--- src/rtl/aoss_pkg.sv ---
package aoss_pkg;

  localparam int unsigned ChanW    = 4;
  localparam int unsigned WaitW    = 10;
  localparam int unsigned PadW     = 12;
  localparam int unsigned TsensW   = 8;
  localparam int unsigned TdataInW  = 32;
  localparam int unsigned TdataOutW = 32;
  localparam int unsigned CfgIdxW  = 1;

  localparam logic [ChanW-1:0] NO_OWNER = 4'd15;
  localparam logic [ChanW-1:0] TEMP_CH  = 4'd10;

  localparam logic [WaitW-1:0] SHORT_WAIT_RST  = 10'd5;
  localparam logic [WaitW-1:0] WARMUP_WAIT_RST = 10'd300;

  localparam logic [CfgIdxW-1:0] CFG_SHORT_WAIT  = 1'b0;
  localparam logic [CfgIdxW-1:0] CFG_WARMUP_WAIT = 1'b1;

  typedef enum logic [1:0] {
    ACT_POLL   = 2'd0,
    ACT_READ   = 2'd1,
    ACT_CANCEL = 2'd2
  } action_e;

  typedef enum logic [1:0] {
    PWR_KEEP = 2'd0,
    PWR_ON   = 2'd1,
    PWR_OFF  = 2'd2
  } power_e;

  typedef enum logic [1:0] {
    CAP_KEEP = 2'd0,
    CAP_SET  = 2'd1,
    CAP_CLR  = 2'd2
  } capture_e;

  // request fields, highest bit first
  typedef struct packed {
    logic [TsensW-1:0] tsens_raw;
    logic [PadW-1:0]   pad_raw;
    logic              conv_busy;
    logic              tsens_ready;
    logic              conv_done;
    logic [ChanW-1:0]  channel;
    logic [1:0]        action;
  } req_t;

  // response fields, highest bit first
  typedef struct packed {
    logic              fault;
    logic [1:0]        tsens_capture;
    logic              stop_conv;
    logic              start_conv;
    logic [1:0]        power_cmd;
    logic [PadW-1:0]   value;
    logic [WaitW-1:0]  wait_us;
  } rsp_t;

endpackage

--- src/rtl/aoss_scale.sv ---
module aoss_scale (
  input  logic [aoss_pkg::TsensW-1:0] tsens_raw_i,
  output logic [aoss_pkg::PadW-1:0]   value_o
);
  import aoss_pkg::*;

  // raw*4095 = raw*255*16 + raw*15, so result = 16*raw + (15*raw + 127) / 255
  logic [11:0] rem_num;
  logic [12:0] rem_inc;
  logic [21:0] rem_mul;
  logic [3:0]  rem_quo;

  always_comb begin
    rem_num = ({4'd0, tsens_raw_i} << 4) - {4'd0, tsens_raw_i} + 12'd127;
    rem_inc = {1'b0, rem_num} + 13'd1;
    // divide by 255 as (x+1)*257 >> 16, exact for x below 65280
    rem_mul = ({9'd0, rem_inc} << 8) + {9'd0, rem_inc};
    rem_quo = rem_mul[19:16];
    value_o = {tsens_raw_i, 4'd0} + {8'd0, rem_quo};
  end

endmodule

--- src/rtl/aoss_ctrl.sv ---
module aoss_ctrl (
  input  logic                       clk_i,
  input  logic                       rst_ni,
  input  logic                       fire_i,
  input  aoss_pkg::req_t             req_i,
  input  logic [aoss_pkg::WaitW-1:0] short_wait_i,
  input  logic [aoss_pkg::WaitW-1:0] warmup_wait_i,
  input  logic [aoss_pkg::PadW-1:0]  temp_value_i,
  output aoss_pkg::rsp_t             rsp_o
);
  import aoss_pkg::*;

  logic [ChanW-1:0] owner_q, owner_d;
  logic             warmed_q, warmed_d;
  logic             cap_q, cap_d;

  logic     valid_ch;
  logic     owns;
  logic     is_temp;
  power_e   power;
  capture_e capture;

  always_comb begin
    valid_ch = (req_i.channel <= TEMP_CH);
    owns     = valid_ch && (owner_q == req_i.channel);
    is_temp  = (req_i.channel == TEMP_CH);

    owner_d  = owner_q;
    warmed_d = warmed_q;
    cap_d    = cap_q;
    power    = PWR_KEEP;
    capture  = CAP_KEEP;
    rsp_o    = '0;

    unique case (action_e'(req_i.action))
      ACT_POLL: begin
        rsp_o.wait_us = short_wait_i;
        if (owns) begin
          if (is_temp) begin
            if (!cap_q) begin
              capture = CAP_SET;
              cap_d   = 1'b1;
            end else if (req_i.tsens_ready) begin
              rsp_o.wait_us = '0;
            end
          end else if (req_i.conv_done) begin
            rsp_o.wait_us = '0;
          end
        end else if (valid_ch && (owner_q == NO_OWNER)) begin
          if (is_temp) begin
            owner_d = req_i.channel;
            cap_d   = 1'b0;
            if (!warmed_q) begin
              warmed_d      = 1'b1;
              rsp_o.wait_us = warmup_wait_i;
            end else begin
              capture = CAP_SET;
              cap_d   = 1'b1;
            end
          end else if (!req_i.conv_busy) begin
            power            = PWR_ON;
            rsp_o.start_conv = 1'b1;
            owner_d          = req_i.channel;
          end
        end
      end
      ACT_READ: begin
        if (!owns) begin
          rsp_o.fault = 1'b1;
        end else if (is_temp) begin
          rsp_o.value = temp_value_i;
          capture     = CAP_CLR;
          owner_d     = NO_OWNER;
          cap_d       = 1'b0;
        end else begin
          rsp_o.value = req_i.pad_raw;
          power       = PWR_OFF;
          owner_d     = NO_OWNER;
        end
      end
      ACT_CANCEL: begin
        if (owns) begin
          if (is_temp) begin
            capture = CAP_CLR;
            cap_d   = 1'b0;
          end else begin
            rsp_o.stop_conv = 1'b1;
            power           = PWR_OFF;
          end
          owner_d = NO_OWNER;
        end
      end
      default: begin
      end
    endcase

    rsp_o.power_cmd     = power;
    rsp_o.tsens_capture = capture;
  end

  always_ff @(posedge clk_i or negedge rst_ni) begin
    if (!rst_ni) begin
      owner_q  <= NO_OWNER;
      warmed_q <= 1'b0;
      cap_q    <= 1'b0;
    end else if (fire_i) begin
      owner_q  <= owner_d;
      warmed_q <= warmed_d;
      cap_q    <= cap_d;
    end
  end

endmodule

--- src/rtl/adc_oneshot_sample_sequencer.sv ---
// channel   dir  signals                         payload
// request   in   s_axis_tvalid/tready/tdata      action, channel, flags, raw data
// response  out  m_axis_tvalid/tready/tdata      wait, value, commands, fault
// config    in   cfg_we_i/cfg_idx_i/cfg_data_i   short and warm-up waits
//
// two-register pipeline: a request beat lands in the input register, the
// ownership decision and sensor scaling run combinationally into the output
// register, so one beat per cycle flows through while responses are taken
// the output register moves only when empty or drained; a stalled response
// holds the input register and drops s_axis_tready only once it is also full
// reset (async, active low) frees the converter, clears warm-up and capture
// flags and loads the default waits of 5 us and 300 us
module adc_oneshot_sample_sequencer (
  input  logic                              clk_i,
  input  logic                              rst_ni,
  // request beat
  input  logic                              s_axis_tvalid,
  output logic                              s_axis_tready,
  // [1:0] action, [5:2] channel, [6] conv_done, [7] tsens_ready,
  // [8] conv_busy, [20:9] pad_raw, [28:21] tsens_raw, [31:29] zero
  input  logic [aoss_pkg::TdataInW-1:0]     s_axis_tdata,
  // response beat
  output logic                              m_axis_tvalid,
  input  logic                              m_axis_tready,
  // [9:0] wait_us, [21:10] value, [23:22] power_cmd, [24] start_conv,
  // [25] stop_conv, [27:26] tsens_capture, [28] fault, [31:29] zero
  output logic [aoss_pkg::TdataOutW-1:0]    m_axis_tdata,
  // register writes
  input  logic                              cfg_we_i,
  input  logic [aoss_pkg::CfgIdxW-1:0]      cfg_idx_i,
  input  logic [aoss_pkg::WaitW-1:0]        cfg_data_i
);
  import aoss_pkg::*;

  localparam int unsigned ReqW = $bits(req_t);
  localparam int unsigned RspW = $bits(rsp_t);

  logic             in_vld_q;
  req_t             in_req_q;
  logic             out_vld_q;
  rsp_t             out_rsp_q;
  logic [WaitW-1:0] short_wait_q;
  logic [WaitW-1:0] warmup_wait_q;

  logic             advance;
  logic             fire;
  logic [PadW-1:0]  temp_value;
  rsp_t             rsp;

  // pipeline moves when the output slot is empty or being drained
  assign advance       = !out_vld_q || m_axis_tready;
  assign s_axis_tready = !in_vld_q || advance;
  assign fire          = in_vld_q && advance;

  assign m_axis_tvalid = out_vld_q;
  assign m_axis_tdata  = {{(TdataOutW-RspW){1'b0}}, out_rsp_q};

  always_ff @(posedge clk_i or negedge rst_ni) begin
    if (!rst_ni) begin
      short_wait_q  <= SHORT_WAIT_RST;
      warmup_wait_q <= WARMUP_WAIT_RST;
    end else if (cfg_we_i) begin
      unique case (cfg_idx_i)
        CFG_SHORT_WAIT:  short_wait_q  <= cfg_data_i;
        CFG_WARMUP_WAIT: warmup_wait_q <= cfg_data_i;
        default: begin
        end
      endcase
    end
  end

  // input register
  always_ff @(posedge clk_i or negedge rst_ni) begin
    if (!rst_ni) begin
      in_vld_q <= 1'b0;
    end else if (s_axis_tready) begin
      in_vld_q <= s_axis_tvalid;
    end
  end

  always_ff @(posedge clk_i) begin
    if (s_axis_tready && s_axis_tvalid) begin
      in_req_q <= req_t'(s_axis_tdata[ReqW-1:0]);
    end
  end

  aoss_scale u_scale (
    .tsens_raw_i (in_req_q.tsens_raw),
    .value_o     (temp_value)
  );

  // ownership state and per-beat decision
  aoss_ctrl u_ctrl (
    .clk_i         (clk_i),
    .rst_ni        (rst_ni),
    .fire_i        (fire),
    .req_i         (in_req_q),
    .short_wait_i  (short_wait_q),
    .warmup_wait_i (warmup_wait_q),
    .temp_value_i  (temp_value),
    .rsp_o         (rsp)
  );

  // output register
  always_ff @(posedge clk_i or negedge rst_ni) begin
    if (!rst_ni) begin
      out_vld_q <= 1'b0;
    end else if (advance) begin
      out_vld_q <= in_vld_q;
    end
  end

  always_ff @(posedge clk_i) begin
    if (fire) begin
      out_rsp_q <= rsp;
    end
  end

endmodule
--- config.mk ---
export PLATFORM = sky130hd
export DESIGN_NAME = adc_oneshot_sample_sequencer
export DESIGN_NICKNAME = d
export VERILOG_FILES = /design/src/rtl/aoss_pkg.sv /design/src/rtl/aoss_scale.sv /design/src/rtl/aoss_ctrl.sv /design/src/rtl/adc_oneshot_sample_sequencer.sv
export SDC_FILE = /design/constraint.sdc
export NUM_CORES = 1
export LEC_CHECK = 0
export BUFFER_PORTS_ARGS = -buffer_cell sky130_fd_sc_hd__buf_2
export CAP_MARGIN = 20
export CORE_MARGIN = 10
export CORE_UTILIZATION = 26
export DETAILED_ROUTE_END_ITERATION = 12
export SYNTH_ARGS = -nofsm -noshare
export SYNTH_HDL_FRONTEND = slang
export SYNTH_SLANG_ARGS = --single-unit
--- constraint.sdc ---
create_clock -name clk_i -period 10.89 [get_ports clk_i]
set_clock_uncertainty 0.05 [all_clocks]
set_input_delay 2.178 -clock clk_i [delete_from_list [all_inputs] [get_ports clk_i]]
set_output_delay 2.178 -clock clk_i [all_outputs]
set_load 0.1 [all_outputs]
==> results by group, run 1 <==
Setup path
  • Worst r2r dst: m_axis_tdata[13]
  • Delay of the slowest cell on the worst path: about 440 ps
  • Setup crit end kind: output port
  • R2r setup slk: 6510 ps
  • Cell type of the slowest stage on the worst timing path: buf_2
  • Crit path top cell by count: buf_2
  • Delay-heaviest family, CP: buffers and inverters
  • Buffers and inverters on the worst path: 2
  • Startpoint class of the critical path: input pin
  • WP data required: approximately 8700 ps
  • Critical Path AT: 2830 ps
  • Crit Reg-Reg Startpoint: in_req_q[24]
  • R2r worst-path depth: 16
  • Setup CP Type: input pin to output port
  • Crit-path cells: buf_2 -> nand3b_1 -> buf_2
  • Max FO, Critical Path: 3

Floorplanning
  • Die Wd: ~150 um
  • Die Ht: 147 um
  • # IOs: just over 80
  • Die Area: between 20000 and 25000 um^2
  • Starting Density: a little over a quarter
  • Core Area: 15800 um^2
  • Site Rows: between 40 and 50

Synth
  • Mapped Area: between 4000 and 5000 um^2
  • Post-Synth Simple-Gate Area: between 10% and 20%
  • EDFF count, synth: 58
  • Area fraction in compound gates after synthesis: a little over 10%
  • Main combinational cell family by area after synthesis: simple AND/OR/NAND/NOR gates
  • Sequential area share after synthesis: about three fifths
  • Asr flop ratio synth: between 30% and 40%
  • Synth Flop Type: edfxtp_1
  • Synth Area in Adders: 6.15%
  • Multiplexer share of the synthesized area: 5.64%
  • Top cells by area, synth: edfxtp_1 (42%), dfrtp_1 (11%), dfstp_2 (6.3%)
  • Syn Area/Cell: between 10 and 15 um^2
  • Flip-flop and latch count after synthesis: 86
  • Post-Synth XOR/XNOR Area: 3.13%
  • Area share of the largest cell type after synthesis: 41.5%
  • Post-synth top area cell: edfxtp_1
  • Synthesized instance count: roughly 340
  • Yosys cell types: 52
  • Synth Warn #: 0

Clock network
  • Worst-Skew Late Latency: between 300 and 400 ps
  • CTS root buf: clkbuf_16
  • Clk buf depth: 2
  • # H-tree levels: 3
  • Cts bufs inserted: 9
  • Cts hold-fix bufs: 0
  • Clk sinks: 86
  • CTS resizes: 0
  • Postcts setup bufs: 0
  • CTS tree: built
  • Worst-path clk slew: about 70 ps

Run status
  • Status: complete, no violations

STA
  • Worst slew margin: about two fifths
  • Hold WS: between 400 and 500 ps
  • Final period util: between 40% and 50%
  • Max Slew Vio Count: 0
  • Worst Max-Slew Pin Slew: between 900 and 1000 ps
  • Setup TNS Final: 0 ps
  • Hold Vio Cnt, Final: 0
  • RSZ-0062 raised after global routing: no
  • Tmin final: 5060 ps
  • Setup violators final: 0
  • FMAX: around 200 MHz

Routing
  • DRC viols: 0
  • Routed WL: 9.49 mm
  • DRT iter0 DRCs: roughly 150
  • Routed vias/inst: around 4.4
  • Router iterations before antenna repair: 4
  • DR WL/cell: roughly 15 um
  • Vias: between 2k and 3k
  • ANT nets after route: 0

Global route
  • Largest net degree at the start of global routing: 31
  • GR Util All Layers: roughly 8.9%
  • Gr ovfl total: 0
  • Vias in the first global route: about 2.9k
  • Initial antenna violation count: 0
  • First-pass GRT wire length: roughly 15 mm

Power
  • VDD IR-drop max: around 0.073 mV
  • PwrDens: 179 nW/um^2
  • Overall power: 0.916 mW
  • Pleak: approximately 2.1 nW

Layout
  • Design area: roughly 5100 um^2
  • Filler instances: ~1.6k
  • Area growth from synthesis to layout: 22.0%
  • Nets@finish: between 400 and 500
  • Ratio of cells with drive above 1 in the final layout: between 30% and 40%
  • # diodes: 0

Min path
  • Hold endpoint: short_wait_q[5]
  • Worst hold path cell count: 1
  • Worst Hold Class: flip-flop to flip-flop
  • Launch point of the worst hold path: short_wait_q[5]

Placement
  • Gpl congestion: 0.801
  • Port bufs: 75
  • Post-DP HPWL: 7.06 mm
  • Post-Place Cell Area: ~4800 um^2

Job
  • Max Cap Viol: 0
[cell usage in the layout (no fill, tap or decap), drive strengths merged, types with 3 or more instances in the layout]
cell type	n
conb	3
a21oi	21
nor3	7
buf	79
nor2	21
o21ai	8
inv	19
xnor2	10
nand2	32
mux2	21
ha	19
clkinv	3
nor2b	12
dfstp	10
nand4	3
xor2	5
a22oi	10
nand3	7
and2	3
nor3b	5
edfxtp	58
clkbuf	9
nor4	3
a211o	3
dfrtp	18
nand2b	4
[Yosys cell counts (2+ instances only)]
master and instances:
o21ai_0 8, nand2_1 32, a21oi_1 21, buf_4 3, nand2b_1 4, clkbuf_1 7, o21ba_2 2, xor2_1 5
nand3b_1 2, dfrtp_1 18, and2_1 3, inv_1 15, mux2_2 21, and4b_1 2, a22oi_1 10, edfxtp_1 58
a21boi_0 2, a21o_1 2, nor4_1 3, nor2_1 21, a211o_1 2, xnor2_1 10, o21bai_1 2, dfstp_2 10
nand4_1 3, ha_1 19, nor3_1 7, nor2b_1 12, nand3_1 7, nor3b_1 5
[through the flow]
| step | utilization [%] | setup WS (ps) | std cells |
|---|---|---|---|
| global placement | 30.4 | 5840 | 622 |
| detailed placement | 30.4 | 5830 | 622 |
| CTS | 32.2 | 5830 | 638 |
| global route | 32.3 | 5800 | 639 |
| floorplan | - | 5660 | 340 |
| finish | 32.3 | 5830 | 639 |
[state kept, by name, summed over array words and instances (netlist names)]
name,flops
in_req_q,29
m_axis_tdata,29
short_wait_q,10
warmup_wait_q,10
u_ctrl.owner_q,4
in_vld_q,1
m_axis_tvalid,1
u_ctrl.cap_q,1
u_ctrl.warmed_q,1
[layout make-up]
type / count / area (um^2) / area share (%)
clock buffers: 9 / 225 / 4.40
clock inverters: 7 / 55.1 / 1.08
repair buffers: 79 / 425 / 8.31
inverters: 15 / 56.3 / 1.10
multi-input cells: 227 / 1630 / 31.8
well taps: 216 / 270 / 5.28
flip-flops and latches: 86 / 2450 / 48.0
[metal layers]
metal / global-route usage, % / wire [um] / up-vias / share of wire [%]
li1: - / - / 1396 / -
met1: 11.2 / 4280 / 1322 / 45
met2: 14.1 / 4570 / 66 / 48
met3: 2.33 / 500 / 10 / 5.3
met4: 3.52 / 140 / 0 / 1.5
met5: 0 / 0 / - / 0
[report_power, final]
group          internal, mW  switching [mW]
clock network         0.158           0.132
logic                0.0645           0.148
registers             0.394          0.0201
total                 0.616           0.300
[cells by family after synthesis]
logic type               after synthesis
other                                  1
AND/OR/NAND/NOR                      107
flip-flops                            86
multiplexers                          21
XOR/XNOR                              15
buffers and inverters                 27
adder cells (fa/ha/maj)               20
AO/OA/AOI/OAI                         61
[worst max path at each step]
stage | endpoint | cells after the start | slack, ps | from
global placement | s_axis_tready | 3 | 5840 | m_axis_tready
floorplan | s_axis_tready | 1 | 5660 | m_axis_tready
global route | s_axis_tready | 3 | 5800 | m_axis_tready
finish | s_axis_tready | 3 | 5830 | m_axis_tready
CTS | s_axis_tready | 3 | 5830 | m_axis_tready
detailed placement | s_axis_tready | 3 | 5830 | m_axis_tready
No activity file was read; power rests on OpenSTA's default activity.
==> inputs of run 2 (changes only) <==
==> constraint.sdc (replaced) <==
create_clock -name clk_i -period 5.2 [get_ports clk_i]
set_clock_uncertainty 0.05 [all_clocks]
set_input_delay 1.04 -clock clk_i [delete_from_list [all_inputs] [get_ports clk_i]]
set_output_delay 1.04 -clock clk_i [all_outputs]
set_load 0.1 [all_outputs]
==> run 2 against run 1 <==
Net effect:
- first-iteration DRC count increased by 19%
- cell area unchanged
- clock-buffer cell count unchanged
- power increased by 110%
- sequential share of layout area unchanged
- sequential power increased by 110%
- clock power increased by 110%
- via count increased by 2.0%
- non-clock buffer count unchanged
- hold slack improved by 1.1 ps
- critical path type is now flip-flop to flip-flop
- critical endpoint is now m_axis_tdata[13]
==> results by group, run 2 (synthesis gave the netlist of run 1 again) <==
Clock network
  • CTS resizes: 0
  • CTS root buf: clkbuf_16
  • CTS tree: built
  • Clk buf depth: 2
  • Worst-path clk slew: around 70 ps
  • Worst-Skew Late Latency: ~340 ps
  • Clk sinks: 86
  • Cts hold-fix bufs: 0
  • Postcts setup bufs: 0
  • Cts bufs inserted: 9
  • # H-tree levels: 3

Run status
  • Status: complete, no violations

Global route
  • Largest net degree at the start of global routing: 31
  • First-pass GRT wire length: about 15 mm
  • Vias in the first global route: between 2k and 3k
  • Initial antenna violation count: 0
  • Gr ovfl total: 0
  • GR Util All Layers: under 10%

Power
  • Overall power: ~1.9 mW
  • VDD IR-drop max: around 0.16 mV
  • PwrDens: between 300 and 400 nW/um^2
  • Pleak: 2.09 nW

Routing
  • Vias: roughly 2.8k
  • DRT iter0 DRCs: 181
  • Routed WL: 9.47 mm
  • ANT nets after route: 0
  • DRC viols: 0
  • Routed vias/inst: around 4.5
  • Router iterations before antenna repair: 4
  • DR WL/cell: 14.8 um

Floorplanning
  • Site Rows: 46
  • Die Ht: ~150 um
  • Die Area: ~22000 um^2
  • Starting Density: a little over a quarter
  • Core Area: between 15000 and 20000 um^2
  • Die Wd: about 150 um
  • # IOs: about 80

Setup path
  • Setup CP Type: flip-flop to flip-flop
  • Setup crit end kind: flip-flop
  • WP data required: around 5200 ps
  • Startpoint class of the critical path: flip-flop
  • Max FO, Critical Path: 6
  • Critical Path AT: 4490 ps

Layout
  • Register area: between 2000 and 2500 um^2
  • Design area: between 5000 and 6000 um^2
  • Multi-input logic area: 1630 um^2
  • Area growth from synthesis to layout: 22.0%
  • Most frequent cells in the layout: buf_2 (75), edfxtp_1 (58), nand2_1 (32)
  • Commonest non-fill, non-tap cell in the layout: buf_2
  • Ratio of cells with drive above 1 in the final layout: roughly a third
  • Filler instances: between 1.5k and 2k
  • Nets@finish: a little under 500
  • Fin util: about a third
  • # diodes: 0
  • Post-route insts no fill: 639

STA
  • Tmin final: ~4400 ps
  • RSZ-0062 raised after global routing: no
  • Setup TNS Final: 0 ps
  • Setup violators final: 0
  • Setup ws final: 753 ps
  • Final period util: ~86%
  • Hold WS: around 460 ps
  • Worst slew margin: about two fifths
  • Hold Vio Cnt, Final: 0
  • Max Slew Vio Count: 0
  • FMAX: ~220 MHz
  • Worst Max-Slew Pin Slew: 913 ps

Placement
  • Place WS: approximately 830 ps
  • Port bufs: 75
  • Placed Cells incl. Taps: 622
  • Gpl congestion: roughly 0.8
  • Post-DP HPWL: 7.14 mm
  • Post-Place Cell Area: between 4000 and 5000 um^2

Min path
  • Worst Hold Class: flip-flop to flip-flop

Job
  • Max Cap Viol: 0
-- run 2: cell counts in the layout (fill, tap and decap cells not counted) --
No cell type changed its count.
-- run 2: area by class of cell --
cell class,count,share of cell area [%]
Multi-Input combinational cell,227,31.8
Sequential cell,86,48.0
Timing Repair Buffer,79,8.31
Inverter,15,1.10
Tap cell,216,5.28
Clock buffer,9,4.40
Clock inverter,7,1.08
-- run 2: final timing paths --
kind                                  startpoint                to  slack [ps]  depth (start not counted)
worst max-delay path                in_req_q[24]  m_axis_tdata[13]         750                         16
worst min-delay path            warmup_wait_q[4]  warmup_wait_q[4]         460                          1
worst max register to register      in_req_q[24]  m_axis_tdata[13]         750                         16
worst min register to register  warmup_wait_q[4]  warmup_wait_q[4]         460                          1
max in group asynchronous                 rst_ni   u_ctrl.warmed_q        4020                          1
min in group asynchronous                 rst_ni   short_wait_q[4]         660                          1
-- run 2: routing by layer --
layer	wire, um	part of all wire [%]	track usage [%]	vias to the layer above
met5	0	0	0	-
met4	123	1.3	3.57	0
met3	479	5.1	2.09	10
met2	4540	48	14.2	85
met1	4330	46	11.4	1363
li1	-	-	-	1391
-- run 2: report_power, final --
| part | internal [mW] | switching (mW) |
|---|---|---|
| clock | 0.330 | 0.273 |
| sequential | 0.824 | 0.0423 |
| combinational | 0.135 | 0.308 |
-- run 2: critical path, stage by stage, from the launching register on --
cell,delay [ps]
edfxtp_1,520
inv_1,80
ha_1,280
inv_1,40
ha_1,330
o21ai_0,160
or2_2,320
o311ai_0,570
nand3_1,180
xnor2_1,210
ha_1,330
nand3_1,90
o21ai_0,270
o211ai_2,180
a211oi_2,270
nor3b_1,80
a211o_1,220
